[src/hw/rtl/smpq_pkg.sv]
// Shared codes and types for the sorted minimum priority queue.
package smpq_pkg;

  localparam logic [1:0] ACT_INSERT = 2'd0;
  localparam logic [1:0] ACT_REMOVE = 2'd1;
  localparam logic [1:0] ACT_PEEK   = 2'd2;

  localparam logic [1:0] ST_OK    = 2'd0;
  localparam logic [1:0] ST_FULL  = 2'd1;
  localparam logic [1:0] ST_EMPTY = 2'd2;

  localparam int unsigned DATA_W = 32;

  typedef logic signed [DATA_W-1:0] entry_t;

  // Shift command broadcast to every cell of the row.
  typedef struct packed {
    logic ins;
    logic rem;
  } cell_ctl_t;

endpackage

[src/hw/rtl/smpq_cell.sv]
// One storage cell of the sorted row: holds one entry and shifts with its neighbours.
module smpq_cell (
  input  logic                clk,
  input  smpq_pkg::cell_ctl_t ctl,
  input  smpq_pkg::entry_t    data,
  input  logic                occ,
  input  smpq_pkg::entry_t    left_entry,
  input  logic                left_lt,
  input  smpq_pkg::entry_t    right_entry,
  output smpq_pkg::entry_t    entry,
  output logic                lt
);
  import smpq_pkg::*;

  entry_t entry_next;

  // The row is ascending from cell 0, so the cells with lt set form a prefix.
  assign lt = occ && (entry < data);

  always_comb begin
    entry_next = entry;
    if (ctl.ins) begin
      if (lt) begin
        entry_next = entry;
      end else if (left_lt) begin
        // First cell not below the new value: the new value lands here,
        // ahead of any equal entries.
        entry_next = data;
      end else begin
        entry_next = left_entry;
      end
    end else if (ctl.rem) begin
      entry_next = right_entry;
    end
  end

  always_ff @(posedge clk) begin
    entry <= entry_next;
  end

endmodule

[config.mk]
export PLATFORM = sky130hd
export DESIGN_NAME = smpq_cell
export DESIGN_NICKNAME = d
export VERILOG_FILES = /design/src/hw/rtl/smpq_pkg.sv /design/src/hw/rtl/smpq_cell.sv
export SDC_FILE = /design/constraint.sdc
export NUM_CORES = 1
export LEC_CHECK = 0
export BUFFER_PORTS_ARGS = -buffer_cell sky130_fd_sc_hd__buf_2
export CAP_MARGIN = 20
export CORE_AREA = 3 3 78 80
export CTS_CLUSTER_SIZE = 10
export DETAILED_ROUTE_END_ITERATION = 8
export DIE_AREA = 0 0 81 83
export HOLD_SLACK_MARGIN = 0.1
export PLACE_DENSITY = 0.84
export SYNTH_ARGS = -nofsm -noshare
export SYNTH_HDL_FRONTEND = slang
export SYNTH_SLANG_ARGS = --single-unit
[constraint.sdc]
create_clock -name clk -period 6.1 [get_ports clk]
set_clock_uncertainty 0.2 [all_clocks]
set_input_delay 0.305 -clock clk [delete_from_list [all_inputs] [get_ports clk]]
set_output_delay 0.305 -clock clk [all_outputs]
set_load 0.05 [all_outputs]
==> summary.txt <==
Status
  • Status: completed

Layout
  • Area Growth Syn to Fin: 34.35%
  • Nets: 521
  • # diodes: 0
  • Share of cells above drive strength 1: 36.67%
  • Reg area: 960.9 µm²
  • Fill cell count: 523
  • Biggest regs: entry: 32 flops
  • Multi-input logic area: 1313 µm²
  • Largest register FFs: 32
  • Biggest register: entry

Critical path
  • Crit path max-delay family: compound AO/OA/AOI/OAI gates
  • WP data required: 5.87 ns
  • CP Class: reg2reg
  • CP arrival: 3.05 ns
  • Slowest cell on the critical path: nor3_2
  • Worst-path cell chain: ha_1 -> nand4_1 -> o311a_1 -> o41ai_2 -> a211oi_1 -> nor3_2 -> buf_6 -> buf_4
  • CP Buf/Inv Count: 2
  • Setup crit end kind: flop
  • Max incr delay on CP: 0.54 ns
  • Critical path launch point type: flop
  • Critical path peak fanout: 17

Power
  • Pleak: 1.698 nW
  • Flop pwr share: 39.4%
  • Pint: 456.7 µW
  • Pwr dens: 227.0 nW/µm²
  • Clock group share of total power: 20.6%
  • Sw Ratio: 38.36%
  • Peak VDD IR: 0.0001163 V
  • Total net switching power: 284.2 µW
  • Comb pwr share: 40.0%

Detailed routing
  • Drt via density: 5.011
  • DR vias: 2315
  • DRC Markers: 0
  • First-pass DRT Iterations: 4
  • Final ANT Viol Nets: 0
  • WL per Instance: 13.77 µm
  • WL final: 6.363 mm
  • Initial DRC count: 58

STA
  • Fin crit share: 53.85%
  • Tmin final: 3.285 ns
  • Final Max Tran Viols: 0
  • Setup TNS: 0 ns
  • Worst Tran Pin Value: 0.9620 ns
  • Final Hold Fails: 0
  • Final setup vio count: 0
  • Max-slew headroom: 35.86%
  • RSZ-0062 raised after global routing: no
  • Fmax: 0.3045 GHz
  • PnR worst setup slack: 2.815 ns

Global routing
  • Vias in the first global route: 2248
  • Largest net degree at the start of global routing: 68
  • Global-route wire length before repair: 9.749 mm
  • Initial antenna violation count: 0
  • GRT overflow: 0
  • Total global-route track usage: 18.48%

Floorplan
  • Core footprint: 5473 µm²
  • Placement Rows: 27
  • DIE WIDTH: 81 µm
  • Die H: 83 µm
  • Full die area: 6723 µm²
  • Initial core utilization: 44.40%
  • Boundary pin count: 134

Clock tree
  • Maximum clock insertion buffer count: 2
  • CTS Sinks: 32
  • Clk_lat worst skew: 0.28 ns
  • CTS Root Cell: clkbuf_8
  • CTS tree: built
  • Total CTS buffers: 5
  • CTS clock-pin slew for the worst setup and hold paths: 0.07 ns
  • CTS resizes: 0
  • # Post-CTS Setup Buffers: 0
  • Htree depth: 2
  • Hold_buf cts: 0

Synth
  • Synth Cell Area: 2430 µm²
  • Sequential fraction of the synthesis area: 39.55%
  • Ys Warns: 0
  • Yosys top cell by area: edfxtp_1
  • EDFF count, synth: 32
  • Post-synth top cells: 45 x a21oi_1, 37 x nor2_1, 33 x mux2i_1
  • Dominant synthesized flop cell: edfxtp_1
  • Syn Nets: 389
  • Synth Instances: 257
  • Fraction of registers with async set/reset: 0%
  • Mean Syn Cell Area: 9.455 µm²
  • Synth unique cells: 25
  • FF+latch count, synth: 32
  • Count leader, synth: a21oi_1
  • Post-synth top area share: 39.55%
  • Synth top area cells: edfxtp_1 40%, ha_1 16%, mux2i_1 14%

Run
  • Max cap viols: 0

Hold path
  • Worst Hold Class: in2reg

Placed design
  • Dpl hpwl: 5.136 mm
  • PortBufs: 133
  • Placer Congestion: 0.7504
  • Post-place setup slack: 2.399 ns
-- cells by family (layout without fill, tap and decap cells) --
| family | after synthesis | in the layout | synth area share [%] |
|---|---|---|---|
| compound gates | 58 | 58 | 13.39 |
| simple gates | 61 | 61 | 10.86 |
| buf+inv | 42 | 175 | 6.642 |
| flops | 32 | 32 | 39.55 |
| fa+ha+maj | 31 | 31 | 15.96 |
| mux | 33 | 33 | 13.59 |
-- power by group through the flow --
stage / registers, mW / clock network, mW / logic (mW)
2_1_floorplan: 0.387 / 0 / 0.112
3_3_place_gp: 0.295 / 0 / 0.286
3_5_place_dp: 0.297 / 0 / 0.295
4_1_cts: 0.293 / 0.158 / 0.296
5_1_grt: 0.296 / 0.166 / 0.324
6_report: 0.292 / 0.153 / 0.296
-- layer usage --
metal  up-vias  track usage, %  wire length [µm]
li1       1185               -                 -
met1      1028           19.60              2418
met2        93           34.58              3269
met3         9           4.230               571
met4         0           6.452               103
met5         -               0                 0
-- cell type report --
class                           instances  area share (%)
Timing Repair Buffer                  136           21.58
Tap cell                               72           2.760
Clock buffer                            7           2.338
Sequential cell                        32           29.44
Multi-Input combinational cell        183           40.21
Inverter                               31           3.565
Clock inverter                          1          0.1150
-- worst reg2reg max path, stage by stage, from the launching register on --
cell,delay (ns)
edfxtp_1,0.40
ha_1,0.33
nand4_1,0.10
o311a_1,0.38
o41ai_2,0.37
a211oi_1,0.14
nor3_2,0.54
buf_6,0.24
buf_4,0.26
-- final timing paths --
check / startpoint / slack [ns] / cells after the start / to
min reg2reg: entry[31] / 1.01 / 3 / entry[25]
min: right_entry[23] / 0.14 / 3 / entry[23]
max reg2reg: entry[6] / 2.82 / 8 / entry[3]
max: entry[6] / 2.82 / 8 / entry[3]
-- metrics by stage --
step	std cells	hold slack, ns	area, µm²	util, %	power, mW
2_1_floorplan	257	0.3306	2430	-	0.4993
3_3_place_gp	452	0.4281	3153	57.61	0.5817
3_5_place_dp	452	0.4320	3153	57.61	0.5921
4_1_cts	460	0.1407	3233	59.08	0.7463
5_1_grt	462	0.1551	3264	59.65	0.7860
6_report	462	0.1429	3264	59.65	0.7410
-- placed cells by master (no fill, tap or decap), types with 2 or more instances in the layout --
cell,instances
o21ai_0,4
buf_2,133
edfxtp_1,32
nand2_1,9
ha_1,31
mux2i_1,33
clkbuf_1,2
a21oi_1,45
clkbuf_8,5
nor2_1,37
nand2b_1,2
inv_1,31
nand4_1,6
nand3_1,3
a211oi_1,2
No activity file was read; power rests on OpenSTA's default activity.
